===== config.mk =====
export PLATFORM = sky130hd
export DESIGN_NAME = adaptive_threshold_beat_picker_top
export DESIGN_NICKNAME = d
export VERILOG_FILES = /design/src/sv/atbp_pkg.sv /design/src/sv/atbp_ctrl.sv /design/src/sv/atbp_datapath.sv /design/src/sv/adaptive_threshold_beat_picker_top.sv
export SDC_FILE = /design/constraint.sdc
export NUM_CORES = 2
export LEC_CHECK = 0
export BUFFER_PORTS_ARGS = -buffer_cell sky130_fd_sc_hd__buf_2
export CAP_MARGIN = 20
export CORE_ASPECT_RATIO = 0.9
export CORE_UTILIZATION = 30
export DETAILED_ROUTE_END_ITERATION = 8
export PLACE_DENSITY = 0.49
export RECOVER_POWER = 100
export SYNTH_ARGS = -nofsm -noshare
export SYNTH_HDL_FRONTEND = slang
export SYNTH_SLANG_ARGS = --single-unit

===== constraint.sdc =====
create_clock -name clk_i -period 17.9 [get_ports clk_i]
set_input_delay 3.58 -clock clk_i [delete_from_list [all_inputs] [get_ports clk_i]]
set_output_delay 3.58 -clock clk_i [all_outputs]
set_load 0.02 [all_outputs]

===== src/sv/atbp_pkg.sv =====
// shared types, constants and helpers of the adaptive threshold beat picker
package atbp_pkg;

  localparam int DATA_W  = 32;
  localparam int COEF_W  = 17;
  localparam int PROD_W  = DATA_W + COEF_W;
  localparam int HOPS_W  = 16;
  localparam int MBI_W   = 10;
  localparam int DECAY_W = 16;
  localparam int CFG_W   = 16;

  // fraction bits of the onset format; only the quiet limit follows from it
  localparam int FRAC_BITS = 16;
  localparam logic [DATA_W-1:0] SMALL_LIMIT =
    DATA_W'(((2 ** FRAC_BITS) + 999999) / 1000000);

  // coefficients, unsigned q0.16 / q1.16
  localparam logic [COEF_W-1:0] ALPHA_C     = COEF_W'(5243);
  localparam logic [COEF_W-1:0] ONE_MIN_A_C = COEF_W'(60293);
  localparam logic [COEF_W-1:0] PEAK_C      = COEF_W'(22938);
  localparam logic [COEF_W-1:0] DEV_C       = COEF_W'(117965);

  localparam logic [MBI_W-1:0]   MBI_RESET   = MBI_W'(24);
  localparam logic [DECAY_W-1:0] DECAY_RESET = DECAY_W'(63570);

  // register indexes
  localparam logic CFG_MBI   = 1'b0;
  localparam logic CFG_DECAY = 1'b1;

  // datapath operations
  typedef logic [3:0] op_t;
  localparam op_t OP_NOP  = 4'd0;
  localparam op_t OP_MA   = 4'd1;  // product mean * (1 - alpha)
  localparam op_t OP_XA   = 4'd2;  // product onset * alpha
  localparam op_t OP_MEAN = 4'd3;  // new mean, product dev * (1 - alpha)
  localparam op_t OP_DA   = 4'd4;  // product diff * alpha
  localparam op_t OP_DEV  = 4'd5;  // new dev, product held * decay
  localparam op_t OP_HELD = 4'd6;  // new held peak, product dev * 1.8
  localparam op_t OP_DYN  = 4'd7;  // dynamic threshold, product held * 0.35
  localparam op_t OP_THR  = 4'd8;  // combined threshold, beat, result

  typedef struct packed {
    op_t  op;
    logic load_onset;
  } cmd_t;

  typedef struct packed {
    logic out_free;
  } stat_t;

  function automatic logic [DATA_W-1:0] sat32(input logic [DATA_W+1:0] v);
    logic [DATA_W-1:0] r;
    if (v[DATA_W+1:DATA_W] != 2'b00) begin
      r = '1;
    end else begin
      r = v[DATA_W-1:0];
    end
    return r;
  endfunction

endpackage


===== src/sv/atbp_ctrl.sv =====
// controller: sequences the shared multiplier over one onset request
module atbp_ctrl
  import atbp_pkg::*;
(
  input  logic  clk_i,
  input  logic  rst_ni,
  input  logic  in_valid_i,
  output logic  in_ready_o,
  input  stat_t stat_i,
  output cmd_t  cmd_o
);

  localparam logic [2:0] ST_IDLE = 3'd0;
  localparam logic [2:0] ST_XA   = 3'd1;
  localparam logic [2:0] ST_MEAN = 3'd2;
  localparam logic [2:0] ST_DA   = 3'd3;
  localparam logic [2:0] ST_DEV  = 3'd4;
  localparam logic [2:0] ST_HELD = 3'd5;
  localparam logic [2:0] ST_DYN  = 3'd6;
  localparam logic [2:0] ST_THR  = 3'd7;

  logic [2:0] state_q, state_d;

  always_comb begin
    state_d          = state_q;
    in_ready_o       = 1'b0;
    cmd_o.op         = OP_NOP;
    cmd_o.load_onset = 1'b0;
    unique case (state_q)
      ST_IDLE: begin
        // mean product needs no onset, so it runs while waiting
        in_ready_o       = 1'b1;
        cmd_o.op         = OP_MA;
        cmd_o.load_onset = in_valid_i;
        if (in_valid_i) begin
          state_d = ST_XA;
        end
      end
      ST_XA: begin
        cmd_o.op = OP_XA;
        state_d  = ST_MEAN;
      end
      ST_MEAN: begin
        cmd_o.op = OP_MEAN;
        state_d  = ST_DA;
      end
      ST_DA: begin
        cmd_o.op = OP_DA;
        state_d  = ST_DEV;
      end
      ST_DEV: begin
        cmd_o.op = OP_DEV;
        state_d  = ST_HELD;
      end
      ST_HELD: begin
        cmd_o.op = OP_HELD;
        state_d  = ST_DYN;
      end
      ST_DYN: begin
        cmd_o.op = OP_DYN;
        state_d  = ST_THR;
      end
      ST_THR: begin
        if (stat_i.out_free) begin
          cmd_o.op = OP_THR;
          state_d  = ST_IDLE;
        end
      end
      default: state_d = ST_IDLE;
    endcase
  end

  always_ff @(posedge clk_i or negedge rst_ni) begin
    if (!rst_ni) begin
      state_q <= ST_IDLE;
    end else begin
      state_q <= state_d;
    end
  end

endmodule


===== src/sv/atbp_datapath.sv =====
// datapath: state registers, shared multiplier, threshold logic and result register
module atbp_datapath
  import atbp_pkg::*;
(
  input  logic               clk_i,
  input  logic               rst_ni,
  input  cmd_t               cmd_i,
  output stat_t              stat_o,
  input  logic               cfg_we_i,
  input  logic               cfg_idx_i,
  input  logic [CFG_W-1:0]   cfg_wdata_i,
  input  logic [DATA_W-1:0]  onset_i,
  output logic               out_valid_o,
  input  logic               out_ready_i,
  output logic               out_beat_o,
  output logic [DATA_W-1:0]  out_thr_o
);

  logic [MBI_W-1:0]   mbi_q;
  logic [DECAY_W-1:0] decay_q;

  logic [DATA_W-1:0] mean_q, dev_q, held_q, thr_q, prev_q, older_q;
  logic [HOPS_W-1:0] hops_q;
  logic [DATA_W-1:0] onset_q, dyn_q;
  logic [PROD_W-1:0] p_q, acc_q;

  logic              out_valid_q;
  logic              out_beat_q;
  logic [DATA_W-1:0] out_thr_q;

  logic [DATA_W-1:0] mul_a;
  logic [COEF_W-1:0] mul_b;
  logic [DATA_W-1:0] diff;
  logic [PROD_W:0]   acc_sum;
  logic [DATA_W-1:0] avg_new;
  logic [DATA_W-1:0] pk;
  logic [DATA_W-1:0] thr_new;
  logic [HOPS_W-1:0] hops_inc;
  logic              quiet;
  logic              beat;

  assign stat_o.out_free = !out_valid_q || out_ready_i;

  assign diff = (onset_q > mean_q) ? (onset_q - mean_q) : (mean_q - onset_q);

  always_comb begin
    mul_a = '0;
    mul_b = '0;
    unique case (cmd_i.op)
      OP_MA: begin
        mul_a = mean_q;
        mul_b = ONE_MIN_A_C;
      end
      OP_XA: begin
        mul_a = onset_q;
        mul_b = ALPHA_C;
      end
      OP_MEAN: begin
        mul_a = dev_q;
        mul_b = ONE_MIN_A_C;
      end
      OP_DA: begin
        mul_a = diff;
        mul_b = ALPHA_C;
      end
      OP_DEV: begin
        mul_a = held_q;
        mul_b = {{(COEF_W-DECAY_W){1'b0}}, decay_q};
      end
      OP_HELD: begin
        mul_a = dev_q;
        mul_b = DEV_C;
      end
      OP_DYN: begin
        mul_a = held_q;
        mul_b = PEAK_C;
      end
      default: begin
        mul_a = '0;
        mul_b = '0;
      end
    endcase
  end

  // ema sum, shifted back to the value format
  assign acc_sum = {1'b0, acc_q} + {1'b0, p_q};
  assign avg_new = sat32(acc_sum[PROD_W:16]);

  assign pk       = p_q[DATA_W+15:16];
  assign quiet    = (mean_q < SMALL_LIMIT) && (onset_q < SMALL_LIMIT);
  assign thr_new  = quiet ? thr_q : ((pk > dyn_q) ? pk : dyn_q);
  assign hops_inc = (hops_q == '1) ? hops_q : hops_q + HOPS_W'(1);
  assign beat     = !quiet && (prev_q > older_q) && (prev_q > onset_q) &&
                    (prev_q > thr_new) &&
                    (hops_inc >= {{(HOPS_W-MBI_W){1'b0}}, mbi_q});

  // payload registers
  always_ff @(posedge clk_i) begin
    // product held while the result step waits for the output register
    if (cmd_i.op != OP_NOP) begin
      p_q <= PROD_W'({{(PROD_W-DATA_W){1'b0}}, mul_a} * {{(PROD_W-COEF_W){1'b0}}, mul_b});
    end
    if (cmd_i.load_onset) begin
      onset_q <= onset_i;
    end
    if (cmd_i.op == OP_XA || cmd_i.op == OP_DA) begin
      acc_q <= p_q;
    end
    if (cmd_i.op == OP_DYN) begin
      dyn_q <= sat32({2'b00, mean_q} + {1'b0, p_q[PROD_W-1:16]});
    end
    if (cmd_i.op == OP_THR) begin
      out_beat_q <= beat;
      out_thr_q  <= thr_new;
    end
  end

  // block state and configuration
  always_ff @(posedge clk_i or negedge rst_ni) begin
    if (!rst_ni) begin
      mbi_q       <= MBI_RESET;
      decay_q     <= DECAY_RESET;
      mean_q      <= '0;
      dev_q       <= '0;
      held_q      <= '0;
      thr_q       <= '0;
      prev_q      <= '0;
      older_q     <= '0;
      hops_q      <= {{(HOPS_W-MBI_W){1'b0}}, MBI_RESET};
      out_valid_q <= 1'b0;
    end else begin
      if (cfg_we_i) begin
        unique case (cfg_idx_i)
          CFG_MBI:   mbi_q   <= cfg_wdata_i[MBI_W-1:0];
          CFG_DECAY: decay_q <= cfg_wdata_i[DECAY_W-1:0];
          default:   mbi_q   <= mbi_q;
        endcase
      end
      if (cmd_i.op == OP_MEAN) begin
        mean_q <= avg_new;
      end
      if (cmd_i.op == OP_DEV) begin
        dev_q <= avg_new;
      end
      if (cmd_i.op == OP_HELD) begin
        held_q <= (onset_q > held_q) ? onset_q : p_q[DATA_W+15:16];
      end
      if (cmd_i.op == OP_THR) begin
        thr_q   <= thr_new;
        older_q <= prev_q;
        prev_q  <= onset_q;
        hops_q  <= beat ? '0 : hops_inc;
      end
      if (cmd_i.op == OP_THR) begin
        out_valid_q <= 1'b1;
      end else if (out_ready_i) begin
        out_valid_q <= 1'b0;
      end
    end
  end

  assign out_valid_o = out_valid_q;
  assign out_beat_o  = out_beat_q;
  assign out_thr_o   = out_thr_q;

endmodule


===== src/sv/adaptive_threshold_beat_picker_top.sv =====
// top level of the adaptive threshold beat picker: stream ports, controller and datapath
//
// One onset-strength request per analysis hop (unsigned q16.16) goes in on the slave
// stream, and exactly one result comes out on the master stream: the beat flag for the
// previous hop in tuser and the combined threshold in tdata. A request is taken only after
// the last one has left its threshold step, since each request visits the one shared 32x17
// multiplier seven times in turn (mean, deviation, peak decay and the two threshold
// scalings) plus the final threshold step; the result sits in an
// output register, and the next request is taken while it waits, but its own result
// stalls in the last step until the register is free. Configuration is written through
// cfg_we_i / cfg_idx_i / cfg_wdata_i while the block is idle: index 0 is the minimum beat
// interval in hops, index 1 the per-hop decay of the held peak in unsigned q0.16.
module adaptive_threshold_beat_picker_top
  import atbp_pkg::*;
(
  input  logic              clk_i,
  input  logic              rst_ni,
  // configuration write port
  input  logic              cfg_we_i,
  input  logic              cfg_idx_i,
  input  logic [CFG_W-1:0]  cfg_wdata_i,
  // onset requests
  input  logic              s_axis_tvalid,
  output logic              s_axis_tready,
  input  logic [DATA_W-1:0] s_axis_tdata,   // [31:0] onset
  // results
  output logic              m_axis_tvalid,
  input  logic              m_axis_tready,
  output logic [DATA_W-1:0] m_axis_tdata,   // [31:0] threshold_level
  output logic              m_axis_tuser    // [0] beat
);

  cmd_t  cmd;
  stat_t stat;

  // sequencer of the per-request steps
  atbp_ctrl u_ctrl (
    .clk_i      (clk_i),
    .rst_ni     (rst_ni),
    .in_valid_i (s_axis_tvalid),
    .in_ready_o (s_axis_tready),
    .stat_i     (stat),
    .cmd_o      (cmd)
  );

  // averages, held peak, history, hop count and the output register
  atbp_datapath u_datapath (
    .clk_i       (clk_i),
    .rst_ni      (rst_ni),
    .cmd_i       (cmd),
    .stat_o      (stat),
    .cfg_we_i    (cfg_we_i),
    .cfg_idx_i   (cfg_idx_i),
    .cfg_wdata_i (cfg_wdata_i),
    .onset_i     (s_axis_tdata),
    .out_valid_o (m_axis_tvalid),
    .out_ready_i (m_axis_tready),
    .out_beat_o  (m_axis_tuser),
    .out_thr_o   (m_axis_tdata)
  );

  // one request at a time: no second acceptance straight after one
  a_one_at_a_time: assert property (@(posedge clk_i) disable iff (!rst_ni)
    (s_axis_tvalid && s_axis_tready) |=> !s_axis_tready)
    else $error("request accepted while previous one still in work");

  // the threshold step is only issued when the output register can take it
  a_thr_slot_free: assert property (@(posedge clk_i) disable iff (!rst_ni)
    (cmd.op == OP_THR) |-> stat.out_free)
    else $error("result loaded while output register busy");

  // a result appears only after a threshold step
  a_result_source: assert property (@(posedge clk_i) disable iff (!rst_ni)
    $rose(m_axis_tvalid) |-> $past(cmd.op == OP_THR))
    else $error("result valid without threshold step");

endmodule


==> results.txt <==
FILL cells = 16330
Clock root cell = clkbuf_16
Cell family with most CP delay = compound AO/OA/AOI/OAI gates
Final min period = 15.48 ns
Most frequent cell after synthesis = inv_1
Die area = 159000 sq um
Most used DFF post-synth = dfrtp_1
Crit path largest cell delay = 2.27 ns
Seq/Total Area, Yosys = 25.05%
Crit share post-route = 86.46%
First drt pass iteration count = 7
Yosys warnings = 0
Failing checks = capacitance limit, slew limit
Post CTS Setup Buffer Count = 0
Worst-path fanout max = 67
Port Buf Inserts = 88
Max_slew headroom = -172.8%
TritonCTS clock tree = built
Largest net degree at the start of global routing = 97
Fin. max-slew vios = 798
Met2 wire length = 79760 um
Slowest cell on the critical path = clkbuf_1
Row cnt = 137
Crit Path Category = input port to flip-flop
Max cap viols = 16
Number of DRC markers in iteration 0 = 4664
Core Footprint = 155600 sq um
RSZ-0062 raised after global routing = no
Slew @ Worst Pin = 4.091 ns
Starting density of the core = 30.33%
CTS clk-pin slew, worst paths = 0.06 ns
CTS H-tree lvls = 2
Distinct cells, synth = 93
Dpl hpwl = 154000 um
Post-synth top area share = 19.17%
Mapped Cells = 5282
Final TNS setup = 0 ns
Tot GR Track Use = 23.96%
Seq. cell area = 11830 sq um
Seq cells post-synth = 433
Residual DRC count = 0
Vias per cell = 5.495
Final WL = 191400 um
# nets final = 6236
Avg Synthesized Cell Area = 8.938 sq um
Share of layout cells above drive strength 1 = 5.229%
Crit path arrival time = 15.89 ns
Multi-input gate area = 31740 sq um
Final setup vio count = 0
Status = complete, but fails checks
Post_cts resized = 0
Die X = 420.2 um
WP data required = 18.31 ns
CP endpoint kind = flip-flop
Metal1 wirelength = 88020 um
Synth area leaders = fa_1, edfxtp_1, dfrtp_1, ha_1, inv_1
Height of the die = 378.3 um
First-pass GRT wire length = 279000 um
CTS Buf Count = 55
Type of origin of the critical path = input port
EDFF count, synth = 195
DR WL/cell = 25.79 um
Initial antenna violation count = 6
Vias in the first global route = 39440
Post-synth top area cell = fa_1
Top sig layer = met5
Final hold vios = 0
FMAX = 64.61 MHz
GRT overflow = 0
ANT nets after route = 0
I/O pin cnt = 89
Met3 wire length = 17390 um
Cts hold-fix bufs = 0
Routability-driven placement congestion ratio = 1.016
Clk sink count = 433
Area delta synth->final = 9.663%
Max clock buf depth = 3
Async S/R FF share, synth = 54.97%
Buf+Inv Stages, Crit Path = 7
Worst-Skew Late Latency = 0.71 ns
Syn Std Cell Area = 47210 sq um
Critical Path Most Common Cell = fa_1
Most frequent cells after synthesis = inv_1, nand2_1, fa_1
Synth Net Count = 6229
Clk_skew = 0.07892 ns
Worst Hold Class = flip-flop to flip-flop
Via count = 40790
## layer usage
metal | vias to the layer above | track usage, %
met2 | 1933 | 34.92
met3 | 315 | 4.749
met5 | - | 0
li1 | 18110 | -
met1 | 20430 | 35.38
met4 | 4 | 6.930
## flip-flops by register name (all words and copies together) (netlist names)
signal                  flops
u_datapath.onset_q         32
u_datapath.prev_q          32
u_datapath.dyn_q           32
u_datapath.dev_q           32
u_datapath.p_q             49
u_datapath.held_q          32
u_datapath.thr_q           32
u_datapath.acc_q           49
u_datapath.out_beat_o       1
u_datapath.mbi_q           10
u_datapath.decay_q         16
u_datapath.mean_q          32
u_datapath.out_valid_o      1
u_ctrl.state_q              3
u_datapath.older_q         32
u_datapath.out_thr_o       32
u_datapath.hops_q          16
## path summary, 6_finish.rpt
path                                          startpoint                           endpoint  slack, ns  cells past startpoint
min                          u_datapath.p_q[0]$_DFFE_PP_      u_datapath.acc_q[0]$_DFFE_PP_       0.44                      0
min in group asynchronous                         rst_ni    u_datapath.thr_q[2]$_DFFE_PN0P_       3.93                      1
max reg2reg                u_ctrl.state_q[0]$_DFFE_PN0P_       u_datapath.p_q[45]$_DFFE_PP_       4.64                     32
max                                        m_axis_tready       u_datapath.p_q[45]$_DFFE_PP_       2.42                     33
min reg2reg                  u_datapath.p_q[0]$_DFFE_PP_      u_datapath.acc_q[0]$_DFFE_PP_       0.44                      0
max in group asynchronous                         rst_ni  u_datapath.decay_q[7]$_DFFE_PN0P_       6.00                      4
## cells in the final DEF, fill, tap and decap left out, types with 13 or more instances in the layout
| master | netlist | final |
|---|---|---|
| o22ai_1 | 79 | 79 |
| o21ai_0 | 372 | 373 |
| o211ai_1 | 20 | 20 |
| clkbuf_1 | 202 | 83 |
| buf_2 | 12 | 45 |
| nor4_1 | 26 | 26 |
| and3_1 | 26 | 26 |
| a222oi_1 | 28 | 28 |
| ha_1 | 441 | 441 |
| mux2i_1 | 76 | 76 |
| nor2_1 | 307 | 302 |
| nor3_1 | 35 | 35 |
| clkinv_2 | 0 | 13 |
| a21o_1 | 202 | 202 |
| or3_1 | 13 | 13 |
| a21oi_1 | 433 | 432 |
| a211oi_1 | 25 | 25 |
| xnor2_1 | 82 | 79 |
| nand2_1 | 567 | 564 |
| buf_4 | 2 | 61 |
| fa_1 | 452 | 452 |
| edfxtp_1 | 195 | 195 |
| xor2_1 | 54 | 54 |
| a22oi_1 | 33 | 34 |
| nand2b_1 | 28 | 28 |
| nor2b_1 | 41 | 41 |
| o31ai_1 | 16 | 15 |
| nand4_1 | 80 | 80 |
| a31oi_1 | 25 | 24 |
| mux2_2 | 20 | 20 |
| nand3_1 | 54 | 55 |
| inv_1 | 748 | 747 |
| o21a_1 | 45 | 45 |
| or2_2 | 13 | 13 |
| dfrtp_1 | 226 | 226 |
| and2_1 | 68 | 65 |
| clkbuf_16 | 0 | 56 |
| o21bai_1 | 40 | 40 |
## cells by family (layout without fill, tap and decap cells)
logic type / count (synthesis) / count (layout) / share of synthesized area [%]
xor gates and xnor gates: 139 / 139 / 2.626
AOI/OAI and AO/OA: 1451 / 1451 / 19.08
DFF: 433 / 433 / 25.05
buffers and inverters: 978 / 1032 / 7.887
adders and majority gates: 893 / 893 / 30.85
other: 0 / 1 / 0
muxes: 98 / 98 / 2.147
and+or+nand+nor: 1290 / 1290 / 12.36
## final cells by class
class / count / share of cell area, %
Clock inverter: 34 / 0.6453
Timing Repair Buffer: 179 / 1.863
Antenna cell: 1 / 0.004833
Multi-Input combinational cell: 3871 / 61.31
Inverter: 749 / 5.433
Tap cell: 2085 / 5.039
Clock buffer: 70 / 2.866
Sequential cell: 433 / 22.84
## through the flow
step / instance area [sq um] / hold slack, ns / instances / worst slack [ns] / utilization, %
detailed placement: 50140 / 0.4503 / 7314 / 3.476 / 32.22
finish: 51770 / 0.4391 / 7422 / 2.423 / 33.26
global placement: 50100 / 0.4463 / 7310 / 3.586 / 32.19
floorplan: 47210 / 0.4268 / 5282 / 5.696 / -
global route: 51770 / 0.4603 / 7421 / 1.812 / 33.26
CTS: 51960 / 0.4380 / 7418 / 4.155 / 33.39
## worst reg2reg max path: cells and delay by family (launching register included)
family,cells,cell delay [ns]
adders and majority gates,8,3.66
AOI/OAI and AO/OA,7,3.29
buffers and inverters,6,2.94
and+or+nand+nor,10,2.58
DFF,1,0.44
xor gates and xnor gates,1,0.10
Power is left out: the tool's default activity adds up to more than one toggle a clock period on the data nets, which glitch-free logic cannot reach.
